[src/design/rsbw_pkg.sv]
// ----------------------------------------------------------------------------
// rsbw_pkg
// Shared types and constants for the rotate/shift bilinear warp block.
// ----------------------------------------------------------------------------
package rsbw_pkg;

    localparam int ADDR_BITS = 6;
    localparam int WGT_BITS  = 8;
    localparam int CFG_BITS  = 16;
    localparam int IDX_BITS  = 3;

    localparam logic [IDX_BITS-1:0] REG_COS    = 3'd0;
    localparam logic [IDX_BITS-1:0] REG_SIN    = 3'd1;
    localparam logic [IDX_BITS-1:0] REG_SHIFTX = 3'd2;
    localparam logic [IDX_BITS-1:0] REG_SHIFTY = 3'd3;
    localparam logic [IDX_BITS-1:0] REG_MIRROR = 3'd4;

    typedef struct packed {
        logic [ADDR_BITS-1:0] a00;
        logic [ADDR_BITS-1:0] a10;
        logic [ADDR_BITS-1:0] a01;
        logic [ADDR_BITS-1:0] a11;
        logic [WGT_BITS-1:0]  wx;
        logic [WGT_BITS-1:0]  wy;
        logic                 last;
    } t_tap;

    typedef enum logic [1:0] {
        F_LOAD,
        F_CALC,
        F_PUSH
    } t_front_state;

    typedef enum logic [1:0] {
        B_IDLE,
        B_RUN,
        B_PUSH
    } t_back_state;

endpackage

[src/design/block_rotate_shift_bilinear_warp.sv]
// ----------------------------------------------------------------------------
// block_rotate_shift_bilinear_warp
// Rotates, shifts and mirrors a square block by bilinear interpolation.
// ----------------------------------------------------------------------------
// A block is loaded one sample per cycle while full is low (BLOCK_SIDE
// squared items). After the last sample the block stops accepting items and
// emits the warped block in raster order, paced by the back end's single
// memory read port and shared multipliers; coordinate work in the front end
// overlaps it. Loading of the next block starts once the last pixel has
// been computed.
module block_rotate_shift_bilinear_warp #(
    parameter int BLOCK_SIDE  = 8,
    parameter int SAMPLE_BITS = 16
) (
    input  logic                                i_clk,
    input  logic                                i_rst_n,
    input  logic                                push,
    output logic                                full,
    input  logic signed [SAMPLE_BITS-1:0]       i_sample,
    input  logic                                pop,
    output logic                                empty,
    output logic signed [SAMPLE_BITS-1:0]       o_warped_sample,
    output logic                                o_block_done,
    input  logic                                i_cfg_we,
    input  logic [rsbw_pkg::IDX_BITS-1:0]       i_cfg_index,
    input  logic [rsbw_pkg::CFG_BITS-1:0]       i_cfg_data
);
    import rsbw_pkg::*;

    logic signed [15:0]         r_cos, r_sin;
    logic signed [12:0]         r_shx, r_shy;
    logic                       r_mirror;

    logic                       we, back_busy, tq_push, tq_full, tq_empty, tq_pop;
    logic                       back_busy_core;
    logic [ADDR_BITS-1:0]       waddr;
    logic signed [SAMPLE_BITS-1:0] wdata, res;
    t_tap                       tap_in, tap_out;
    logic                       res_push, res_last, oq_full;
    logic [SAMPLE_BITS:0]       oq_out;

    always_ff @(posedge i_clk) begin
        if (!i_rst_n) begin
            r_cos    <= 16'sd16384;
            r_sin    <= '0;
            r_shx    <= '0;
            r_shy    <= '0;
            r_mirror <= 1'b0;
        end else if (i_cfg_we) begin
            unique case (i_cfg_index)
                REG_COS:    r_cos    <= i_cfg_data;
                REG_SIN:    r_sin    <= i_cfg_data;
                REG_SHIFTX: r_shx    <= i_cfg_data[12:0];
                REG_SHIFTY: r_shy    <= i_cfg_data[12:0];
                REG_MIRROR: r_mirror <= i_cfg_data[0];
                default:    r_mirror <= r_mirror;
            endcase
        end
    end

    rsbw_front #(.SIDE(BLOCK_SIDE), .SB(SAMPLE_BITS)) u_front (
        .i_clk       (i_clk),
        .i_rst_n     (i_rst_n),
        .i_push      (push),
        .o_full      (full),
        .i_sample    (i_sample),
        .i_cos       (r_cos),
        .i_sin       (r_sin),
        .i_shx       (r_shx),
        .i_shy       (r_shy),
        .i_mirror    (r_mirror),
        .i_back_busy (back_busy),
        .o_we        (we),
        .o_waddr     (waddr),
        .o_wdata     (wdata),
        .o_tap       (tap_in),
        .o_tap_push  (tq_push),
        .i_tap_full  (tq_full)
    );

    rsbw_queue #(.WIDTH($bits(t_tap)), .DEPTH(2)) u_tap_q (
        .i_clk   (i_clk),
        .i_rst_n (i_rst_n),
        .i_push  (tq_push),
        .i_data  (tap_in),
        .o_full  (tq_full),
        .i_pop   (tq_pop),
        .o_data  (tap_out),
        .o_empty (tq_empty)
    );

    rsbw_back #(.SIDE(BLOCK_SIDE), .SB(SAMPLE_BITS)) u_back (
        .i_clk       (i_clk),
        .i_rst_n     (i_rst_n),
        .i_we        (we),
        .i_waddr     (waddr),
        .i_wdata     (wdata),
        .i_tap       (tap_out),
        .i_tap_empty (tq_empty),
        .o_tap_pop   (tq_pop),
        .o_busy      (back_busy_core),
        .o_res_push  (res_push),
        .o_res       (res),
        .o_res_last  (res_last),
        .i_res_full  (oq_full)
    );

    assign back_busy = back_busy_core || !tq_empty;

    rsbw_queue #(.WIDTH(SAMPLE_BITS + 1), .DEPTH(2)) u_res_q (
        .i_clk   (i_clk),
        .i_rst_n (i_rst_n),
        .i_push  (res_push),
        .i_data  ({res_last, res}),
        .o_full  (oq_full),
        .i_pop   (pop),
        .o_data  (oq_out),
        .o_empty (empty)
    );

    assign o_warped_sample = oq_out[SAMPLE_BITS-1:0];
    assign o_block_done    = oq_out[SAMPLE_BITS];

`ifndef SYNTHESIS
    a_load_idle: assert property (@(posedge i_clk) disable iff (!i_rst_n)
        !full |-> !back_busy)
        else $error("load accepted while block still warping");
    a_tap_push: assert property (@(posedge i_clk) disable iff (!i_rst_n)
        (tq_push && tq_full) |=> tq_push && $stable(tap_in))
        else $error("tap item changed while stalled");
    a_res_push: assert property (@(posedge i_clk) disable iff (!i_rst_n)
        (res_push && oq_full) |=> res_push)
        else $error("result item dropped on full queue");
`endif
endmodule

[src/design/rsbw_queue.sv]
// ----------------------------------------------------------------------------
// rsbw_queue
// Small synchronous FIFO used between stages and on the result side.
// ----------------------------------------------------------------------------
module rsbw_queue #(
    parameter int WIDTH = 8,
    parameter int DEPTH = 2
) (
    input  logic             i_clk,
    input  logic             i_rst_n,
    input  logic             i_push,
    input  logic [WIDTH-1:0] i_data,
    output logic             o_full,
    input  logic             i_pop,
    output logic [WIDTH-1:0] o_data,
    output logic             o_empty
);
    localparam int PW = (DEPTH > 1) ? $clog2(DEPTH) : 1;
    localparam int CNTW = $clog2(DEPTH + 1);

    logic [WIDTH-1:0] r_mem [DEPTH];
    logic [PW-1:0]    r_wp, r_rp;
    logic [CNTW-1:0]  r_cnt;
    logic             wr, rd;

    assign o_full  = (r_cnt == CNTW'(DEPTH));
    assign o_empty = (r_cnt == '0);
    assign wr      = i_push && !o_full;
    assign rd      = i_pop && !o_empty;
    assign o_data  = r_mem[r_rp];

    always_ff @(posedge i_clk) begin
        if (wr) begin
            r_mem[r_wp] <= i_data;
        end
    end

    always_ff @(posedge i_clk) begin
        if (!i_rst_n) begin
            r_wp  <= '0;
            r_rp  <= '0;
            r_cnt <= '0;
        end else begin
            if (wr) begin
                r_wp <= (r_wp == PW'(DEPTH - 1)) ? '0 : r_wp + 1'b1;
            end
            if (rd) begin
                r_rp <= (r_rp == PW'(DEPTH - 1)) ? '0 : r_rp + 1'b1;
            end
            r_cnt <= r_cnt + CNTW'(wr) - CNTW'(rd);
        end
    end
endmodule

[src/design/rsbw_front.sv]
// ----------------------------------------------------------------------------
// rsbw_front
// Loads source samples and computes per-pixel tap addresses and weights.
// ----------------------------------------------------------------------------
module rsbw_front #(
    parameter int SIDE = 8,
    parameter int SB   = 16
) (
    input  logic                            i_clk,
    input  logic                            i_rst_n,
    input  logic                            i_push,
    output logic                            o_full,
    input  logic signed [SB-1:0]            i_sample,
    input  logic signed [15:0]              i_cos,
    input  logic signed [15:0]              i_sin,
    input  logic signed [12:0]              i_shx,
    input  logic signed [12:0]              i_shy,
    input  logic                            i_mirror,
    input  logic                            i_back_busy,
    output logic                            o_we,
    output logic [rsbw_pkg::ADDR_BITS-1:0]  o_waddr,
    output logic signed [SB-1:0]            o_wdata,
    output rsbw_pkg::t_tap                  o_tap,
    output logic                            o_tap_push,
    input  logic                            i_tap_full
);
    import rsbw_pkg::*;

    localparam int NPIX   = SIDE * SIDE;
    localparam int CW     = (SIDE > 2) ? $clog2(SIDE) : 1;
    localparam int UW     = 24;
    localparam int PRW    = UW + 16;
    localparam int ACW    = PRW + 2;
    localparam int CENTRE = (SIDE - 1) * 8192;

    t_front_state          r_state, n_state;
    logic [ADDR_BITS-1:0]  r_lpos;
    logic [CW-1:0]         r_x, r_y;
    logic [2:0]            r_ph;
    logic signed [PRW-1:0] r_prod;
    logic signed [ACW-1:0] r_accx, r_accy;

    logic signed [UW-1:0]  ux, uy, op_a;
    logic signed [15:0]    op_b;
    logic                  load_acc, last_load, last_pix, tap_acc;
    logic signed [ACW-1:0] rxr, ryr, rxm, px, py, x0, y0;
    logic [CW-1:0]         x0c, x1c, y0c, y1c;

    function automatic logic [CW-1:0] clamp_c(input logic signed [ACW-1:0] v);
        logic [CW-1:0] r;
        if (v < 0) begin
            r = '0;
        end else if (v > ACW'(SIDE - 1)) begin
            r = CW'(SIDE - 1);
        end else begin
            r = v[CW-1:0];
        end
        return r;
    endfunction

    function automatic logic [ADDR_BITS-1:0] addr_of(input logic [CW-1:0] yy,
                                                    input logic [CW-1:0] xx);
        return ADDR_BITS'(ADDR_BITS'(yy) * ADDR_BITS'(SIDE) + ADDR_BITS'(xx));
    endfunction

    assign ux = $signed({{(UW-CW-14){1'b0}}, r_x, 14'd0}) - UW'(CENTRE)
              - $signed({{(UW-19){i_shx[12]}}, i_shx, 6'd0});
    assign uy = $signed({{(UW-CW-14){1'b0}}, r_y, 14'd0}) - UW'(CENTRE)
              - $signed({{(UW-19){i_shy[12]}}, i_shy, 6'd0});
    assign op_a = (r_ph == 3'd0 || r_ph == 3'd3) ? ux : uy;
    assign op_b = (r_ph == 3'd0 || r_ph == 3'd2) ? i_cos : i_sin;

    assign last_load = (r_lpos == ADDR_BITS'(NPIX - 1));
    assign last_pix  = (r_x == CW'(SIDE - 1)) && (r_y == CW'(SIDE - 1));
    assign load_acc  = i_push && !o_full;
    assign tap_acc   = o_tap_push && !i_tap_full;

    assign rxr = (r_accx + ACW'(8192)) >>> 14;
    assign ryr = (r_accy + ACW'(8192)) >>> 14;
    assign rxm = i_mirror ? -rxr : rxr;
    assign px  = rxm + ACW'(CENTRE);
    assign py  = ryr + ACW'(CENTRE);
    assign x0  = px >>> 14;
    assign y0  = py >>> 14;
    assign x0c = clamp_c(x0);
    assign x1c = clamp_c(x0 + ACW'(1));
    assign y0c = clamp_c(y0);
    assign y1c = clamp_c(y0 + ACW'(1));

    always_comb begin
        o_tap.a00  = addr_of(y0c, x0c);
        o_tap.a10  = addr_of(y0c, x1c);
        o_tap.a01  = addr_of(y1c, x0c);
        o_tap.a11  = addr_of(y1c, x1c);
        o_tap.wx   = px[13:6];
        o_tap.wy   = py[13:6];
        o_tap.last = last_pix;
    end

    always_comb begin
        n_state = r_state;
        unique case (r_state)
            F_LOAD: if (load_acc && last_load) n_state = F_CALC;
            F_CALC: if (r_ph == 3'd4) n_state = F_PUSH;
            F_PUSH: if (tap_acc) n_state = last_pix ? F_LOAD : F_CALC;
            default: n_state = F_LOAD;
        endcase
    end

    always_comb begin
        o_full     = 1'b1;
        o_tap_push = 1'b0;
        unique case (r_state)
            F_LOAD: o_full = i_back_busy;
            F_CALC: o_full = 1'b1;
            F_PUSH: o_tap_push = 1'b1;
            default: o_full = 1'b1;
        endcase
    end

    assign o_we    = load_acc;
    assign o_waddr = r_lpos;
    assign o_wdata = i_sample;

    always_ff @(posedge i_clk) begin
        if (!i_rst_n) begin
            r_state <= F_LOAD;
            r_lpos  <= '0;
            r_x     <= '0;
            r_y     <= '0;
            r_ph    <= '0;
        end else begin
            r_state <= n_state;
            if (load_acc) begin
                r_lpos <= last_load ? '0 : r_lpos + 1'b1;
            end
            if (r_state == F_CALC) begin
                r_ph <= r_ph + 1'b1;
            end else begin
                r_ph <= '0;
            end
            if (tap_acc) begin
                if (r_x == CW'(SIDE - 1)) begin
                    r_x <= '0;
                    r_y <= last_pix ? '0 : r_y + 1'b1;
                end else begin
                    r_x <= r_x + 1'b1;
                end
            end
        end
    end

    always_ff @(posedge i_clk) begin
        r_prod <= PRW'(op_a * op_b);
        if (r_state == F_CALC) begin
            unique case (r_ph)
                3'd1: r_accx <= ACW'(r_prod);
                3'd2: r_accx <= r_accx + ACW'(r_prod);
                3'd3: r_accy <= ACW'(r_prod);
                3'd4: r_accy <= r_accy - ACW'(r_prod);
                default: r_accx <= r_accx;
            endcase
        end
    end
endmodule

[src/design/rsbw_back.sv]
// ----------------------------------------------------------------------------
// rsbw_back
// Holds the source block, fetches four taps and blends them bilinearly.
// ----------------------------------------------------------------------------
module rsbw_back #(
    parameter int SIDE = 8,
    parameter int SB   = 16
) (
    input  logic                            i_clk,
    input  logic                            i_rst_n,
    input  logic                            i_we,
    input  logic [rsbw_pkg::ADDR_BITS-1:0]  i_waddr,
    input  logic signed [SB-1:0]            i_wdata,
    input  rsbw_pkg::t_tap                  i_tap,
    input  logic                            i_tap_empty,
    output logic                            o_tap_pop,
    output logic                            o_busy,
    output logic                            o_res_push,
    output logic signed [SB-1:0]            o_res,
    output logic                            o_res_last,
    input  logic                            i_res_full
);
    import rsbw_pkg::*;

    localparam int NPIX = SIDE * SIDE;
    localparam int AW   = $clog2(NPIX);
    localparam int MW   = SB + 10;
    localparam int PW2  = MW + 10;
    localparam int SW   = PW2 + 1;

    t_back_state           r_state, n_state;
    t_tap                  r_tap;
    logic [3:0]            r_step;
    logic signed [SB-1:0]  r_mem [NPIX];
    logic signed [SB-1:0]  r_rd;
    logic signed [MW-1:0]  r_prod, r_row0, r_row1;
    logic signed [PW2-1:0] r_p2;
    logic signed [SW-1:0]  r_sum;

    logic [ADDR_BITS-1:0]  raddr;
    logic [8:0]            wxi, wyi, w1;
    logic signed [SW-1:0]  rnd;

    assign wxi = 9'd256 - {1'b0, r_tap.wx};
    assign wyi = 9'd256 - {1'b0, r_tap.wy};
    assign w1  = (r_step == 4'd1 || r_step == 4'd3) ? wxi : {1'b0, r_tap.wx};

    always_comb begin
        unique case (r_step)
            4'd0:    raddr = r_tap.a00;
            4'd1:    raddr = r_tap.a10;
            4'd2:    raddr = r_tap.a01;
            default: raddr = r_tap.a11;
        endcase
    end

    always_ff @(posedge i_clk) begin
        if (i_we) begin
            r_mem[i_waddr[AW-1:0]] <= i_wdata;
        end
        r_rd <= r_mem[raddr[AW-1:0]];
    end

    always_comb begin
        n_state = r_state;
        unique case (r_state)
            B_IDLE: if (!i_tap_empty) n_state = B_RUN;
            B_RUN:  if (r_step == 4'd8) n_state = B_PUSH;
            B_PUSH: if (!i_res_full) n_state = B_IDLE;
            default: n_state = B_IDLE;
        endcase
    end

    always_comb begin
        o_tap_pop  = 1'b0;
        o_res_push = 1'b0;
        o_busy     = 1'b1;
        unique case (r_state)
            B_IDLE: begin
                o_tap_pop = !i_tap_empty;
                o_busy    = 1'b0;
            end
            B_RUN:  o_busy = 1'b1;
            B_PUSH: o_res_push = 1'b1;
            default: o_busy = 1'b1;
        endcase
    end

    assign rnd = (r_sum + SW'(32768)) >>> 16;

    always_comb begin
        if (rnd > SW'((2 ** (SB - 1)) - 1)) begin
            o_res = {1'b0, {(SB-1){1'b1}}};
        end else if (rnd < -SW'(2 ** (SB - 1))) begin
            o_res = {1'b1, {(SB-1){1'b0}}};
        end else begin
            o_res = rnd[SB-1:0];
        end
    end
    assign o_res_last = r_tap.last;

    always_ff @(posedge i_clk) begin
        if (!i_rst_n) begin
            r_state <= B_IDLE;
            r_step  <= '0;
        end else begin
            r_state <= n_state;
            r_step  <= (r_state == B_RUN) ? r_step + 1'b1 : '0;
        end
    end

    always_ff @(posedge i_clk) begin
        if (o_tap_pop) begin
            r_tap <= i_tap;
        end
        if (r_state == B_RUN) begin
            unique case (r_step)
                4'd1, 4'd2, 4'd3: r_prod <= MW'(r_rd * $signed({1'b0, w1}));
                4'd4: begin
                    r_prod <= MW'(r_rd * $signed({1'b0, w1}));
                    r_row1 <= r_prod;
                end
                4'd5: r_row1 <= r_row1 + r_prod;
                4'd6: r_p2 <= PW2'(r_row0 * $signed({1'b0, wyi}));
                4'd7: begin
                    r_sum <= SW'(r_p2);
                    r_p2  <= PW2'(r_row1 * $signed({1'b0, r_tap.wy}));
                end
                4'd8: r_sum <= r_sum + SW'(r_p2);
                default: r_prod <= r_prod;
            endcase
            if (r_step == 4'd2) begin
                r_row0 <= r_prod;
            end else if (r_step == 4'd3) begin
                r_row0 <= r_row0 + r_prod;
            end
        end
    end
endmodule
[config.mk]
export PLATFORM = sky130hd
export DESIGN_NAME = block_rotate_shift_bilinear_warp
export DESIGN_NICKNAME = d
export VERILOG_FILES = /design/src/design/rsbw_pkg.sv /design/src/design/block_rotate_shift_bilinear_warp.sv /design/src/design/rsbw_queue.sv /design/src/design/rsbw_front.sv /design/src/design/rsbw_back.sv
export SDC_FILE = /design/constraint.sdc
export NUM_CORES = 2
export LEC_CHECK = 0
export ABC_AREA = 1
export BUFFER_PORTS_ARGS = -buffer_cell sky130_fd_sc_hd__buf_2
export CAP_MARGIN = 20
export CORE_UTILIZATION = 50
export CTS_BUF_LIST = sky130_fd_sc_hd__clkbuf_4
export DETAILED_ROUTE_END_ITERATION = 10
export HOLD_SLACK_MARGIN = 0.15
export MAX_ROUTING_LAYER = met4
export PLACE_DENSITY = 0.65
export SYNTH_ARGS = -nofsm -noshare
export SYNTH_HDL_FRONTEND = slang
export SYNTH_SLANG_ARGS = --single-unit
[constraint.sdc]
create_clock -name i_clk -period 10.37 [get_ports i_clk]
set_clock_uncertainty 0.2 [all_clocks]
set_input_delay 0.5185 -clock i_clk [delete_from_list [all_inputs] [get_ports i_clk]]
set_output_delay 0.5185 -clock i_clk [all_outputs]
set_load 0.1 [all_outputs]
==> results.json <==
{
  "syn_to_final_growth_pct": 9.50,
  "report.final.setup_viol": 0,
  "synth-compound-area-share_pct": 10.9,
  "overflow": 0,
  "setup-tns-final_ns": 0,
  "core_region_area_um2": 198000,
  "cp.required_ns": 11.40,
  "ys.flop_type": "sky130_fd_sc_hd__edfxtp_1",
  "synth_top_cells_by_area": "sky130_fd_sc_hd__edfxtp_1 41%, sky130_fd_sc_hd__fa_1 15%, sky130_fd_sc_hd__nand2_1 6.2%",
  "worst-path-buf-inv": 6,
  "yosys_warnings": 0,
  "via_per_inst": 5.51,
  "worst_hold_class": "reg2reg",
  "via_count_of_the_first_global_routing_pass": 76423,
  "worst_path_most_repeated_cell": "sky130_fd_sc_hd__fa_1",
  "critPathCaptureType": "flip-flop",
  "insertion_delay_ns": 1.40,
  "fin_nets": 12064,
  "synth_top_cells_by_count": "1,653 x sky130_fd_sc_hd__nand2_1, 1,554 x sky130_fd_sc_hd__inv_1, 1,369 x sky130_fd_sc_hd__edfxtp_1",
  "final_max_slew_viol_count": 0,
  "die_h_um": 450,
  "chipWidth_um": 450,
  "logic_depth_of_the_worst_register_to_register_path": 29,
  "dp_hpwl_um": 186000,
  "cap_viol_max_count": 0,
  "global_route_wire_length_before_repair_um": 421000,
  "whs_path_depth": 2,
  "multi_input_area_um2": 49000,
  "synth_seq_cells": 1510,
  "route.vias.total": 75699,
  "number_of_antenna_violations_at_the_first_check_in_global_routing": 7,
  "synth.net_count": 11728,
  "crit_path_top_delay_cell": "sky130_fd_sc_hd__o21ai_1",
  "finalWeightedCongestion": 0.944,
  "worst_setup_hold_path_clk_slew_ns": 0.07,
  "combinational_family_with_the_most_area_after_synthesis": "adder cells",
  "grt_setup_unrepaired": "false",
  "cts_max_path_buffers": 4,
  "cpLargestDelayFamily": "adder cells",
  "worst-slew-pin-transition_ns": 1.14,
  "synth-adder-area-share_pct": 20.6,
  "crit_fanout": 26,
  "cts_buffers": 410,
  "tritoncts": "done",
  "worst_slew_margin_rel_pct": 24.1,
  "drt_first_pass_iters": 6,
  "synth_enable_flop_cells": 1369,
  "drtAntennaViolNets": 0,
  "criticalPathCategory": "reg2reg",
  "floorplan.rows": 163,
  "synth.cell_area_um2": 100000,
  "post_cts_resize_count": 0,
  "synthDistinctLibCells": 65,
  "wire_per_inst_um": 19.5,
  "num-fill-cells": 17497,
  "initial_core_util_pct": 50.6,
  "seqCellArea_um2": 43900,
  "drt-total-wl_um": 268000,
  "status": "finished clean",
  "i_o_buffers": 58,
  "drive_gt1_share_pct": 9.39,
  "drc": 0,
  "globalRouteTotalUtil_pct": 27.2,
  "hold_viol_final": 0,
  "synthXorXnorAreaFrac_pct": 2.13,
  "synth_seq_area_share_pct": 43.8,
  "yosys-mux-area-fraction_pct": 0.201,
  "die_area_um2": 202000,
  "grt_start_max_net_pins": 220,
  "clock_tree.root_cell": "sky130_fd_sc_hd__clkbuf_4",
  "post-synth-top-count-cell": "sky130_fd_sc_hd__nand2_1",
  "worst_ep_arrival_time_ns": 10.04,
  "synth.avg_cell_area_um2": 9.57,
  "htree_num_levels": 5,
  "synth_top_cell_area_share_pct": 41.0,
  "synth_cells": 10475,
  "synth.largest_area_cell": "sky130_fd_sc_hd__edfxtp_1",
  "num_io_pins": 59,
  "async_reset_ff_share_pct": 0,
  "critPathMaxStageDelay_ns": 0.78,
  "crit_start_category": "flip-flop",
  "max_clock_freq_mhz": 111,
  "drt-initial-drc-count": 6385,
  "timing.final.crit_share_pct": 86.9,
  "post_synth_and_or_nand_nor_area_fraction_pct": 14.9,
  "clock_sinks": 1510,
  "cp_num_cells": 29,
  "period_minus_slack_ns": 9.01
}
==> flip-flops by register name, indices dropped and copies added (netlist names), 4 cells and up, named ones only <==
name             cells
u_back.r_step        4
u_back.r_prod       26
u_tap_q.r_mem       58
u_back.r_row1       26
r_sin               16
u_back.r_tap        28
u_back.r_p2         36
r_shx               13
u_back.r_row0       26
u_back.r_rd         16
u_back.r_sum        37
r_shy               13
u_front.r_accx      36
u_front.r_prod      34
u_res_q.r_mem       34
u_front.r_accy      37
r_cos               16
u_back.r_mem      1024
u_front.o_waddr      6
==> stage by stage <==
stage	hold WS (ns)	std cells	setup WS (ns)	util (%)	area [um2]
floorplan	0.221	10475	2.77	-	100000
global placement	0.238	12939	1.40	52.3	104000
detailed placement	0.243	12939	1.30	52.3	104000
CTS	0.164	13739	1.25	55.3	110000
global route	0.202	13749	0.624	55.4	110000
finish	0.187	13750	1.36	55.4	110000
==> what timing repair did <==
item / in CTS / in global routing
endpoints found under the hold margin: 1109 / 0
hold buffers: 98 / 0
setup buffers: 0 / 0
endpoints found under the setup margin: 0 / 0
==> routing by layer <==
layer	global-route usage (%)	wire [um]	vias to the layer above	share of wire [%]
li1	-	-	35766	-
met1	35.0	113000	36922	42
met2	44.2	129000	2520	48
met3	3.82	17200	491	6.4
met4	9.23	7850	0	2.9
met5	-	0	-	0
==> placed cells by master (no fill, tap or decap), types with 16 or more instances in the layout <==
cell type | Yosys | layout
sky130_fd_sc_hd__o22ai_1 | 136 | 136
sky130_fd_sc_hd__inv_1 | 1554 | 1553
sky130_fd_sc_hd__o21ai_0 | 975 | 975
sky130_fd_sc_hd__or2_2 | 52 | 52
sky130_fd_sc_hd__edfxtp_1 | 1369 | 1369
sky130_fd_sc_hd__mux2_2 | 17 | 17
sky130_fd_sc_hd__nor4_1 | 20 | 20
sky130_fd_sc_hd__nand3b_1 | 17 | 17
sky130_fd_sc_hd__nor2_4 | 14 | 17
sky130_fd_sc_hd__nor3_1 | 50 | 46
sky130_fd_sc_hd__a31oi_1 | 20 | 19
sky130_fd_sc_hd__buf_2 | 2 | 58
sky130_fd_sc_hd__nand2_2 | 38 | 38
sky130_fd_sc_hd__dlygate4sd3_1 | 0 | 98
sky130_fd_sc_hd__nor2_1 | 1295 | 1289
sky130_fd_sc_hd__buf_4 | 1 | 145
sky130_fd_sc_hd__o211ai_1 | 146 | 146
sky130_fd_sc_hd__nand3_1 | 332 | 332
sky130_fd_sc_hd__nand4_1 | 60 | 60
sky130_fd_sc_hd__o221ai_1 | 134 | 134
sky130_fd_sc_hd__ha_1 | 479 | 479
sky130_fd_sc_hd__nor2_2 | 34 | 37
sky130_fd_sc_hd__clkbuf_4 | 0 | 594
sky130_fd_sc_hd__o21a_1 | 16 | 16
sky130_fd_sc_hd__xor2_1 | 161 | 161
sky130_fd_sc_hd__a21oi_1 | 403 | 400
sky130_fd_sc_hd__fa_1 | 734 | 734
sky130_fd_sc_hd__dfxtp_1 | 141 | 141
sky130_fd_sc_hd__nand2_1 | 1653 | 1652
sky130_fd_sc_hd__xnor2_1 | 83 | 83
sky130_fd_sc_hd__clkinv_1 | 17 | 99
==> kinds of logic (layout without fill, tap and decap cells) <==
| kind of cell | Yosys count | in the layout |
|---|---|---|
| buf+inv | 1968 | 2594 |
| simple gates | 3598 | 3598 |
| compound gates | 1924 | 1924 |
| xor+xnor | 244 | 244 |
| flops | 1510 | 1510 |
| fa+ha+maj | 1213 | 1213 |
| other cells | 0 | 9 |
| mux | 18 | 18 |
==> cell type report <==
type | instances | share of cell area (%)
tap | 2640 | 3.01
multi-input combinational | 6997 | 44.7
clock inverter | 108 | 0.513
timing repair buffer | 308 | 2.28
sequential | 1510 | 40.0
clock buffer | 594 | 4.06
inverter | 1584 | 5.44
antenna | 9 | 0.0205
==> worst min-delay path, stage by stage (launching register included) <==
cell                       delay [ns]
sky130_fd_sc_hd__edfxtp_1        0.32
sky130_fd_sc_hd__nand2_1         0.05
sky130_fd_sc_hd__nand2_1         0.05
==> final timing paths <==
path                            start            endpoint  slack [ns]
setup / recovery      u_front.r_ph[0]  u_front.r_prod[38]        1.36
hold / removal    u_tap_q.r_mem[1][9]     u_back.r_tap[9]        0.19
setup reg to reg      u_front.r_ph[0]  u_front.r_prod[38]        1.36
hold reg to reg   u_tap_q.r_mem[1][9]     u_back.r_tap[9]        0.19
Power is not shown: default switching activity piles up to over one toggle a cycle in this logic, so the estimate is an artifact.
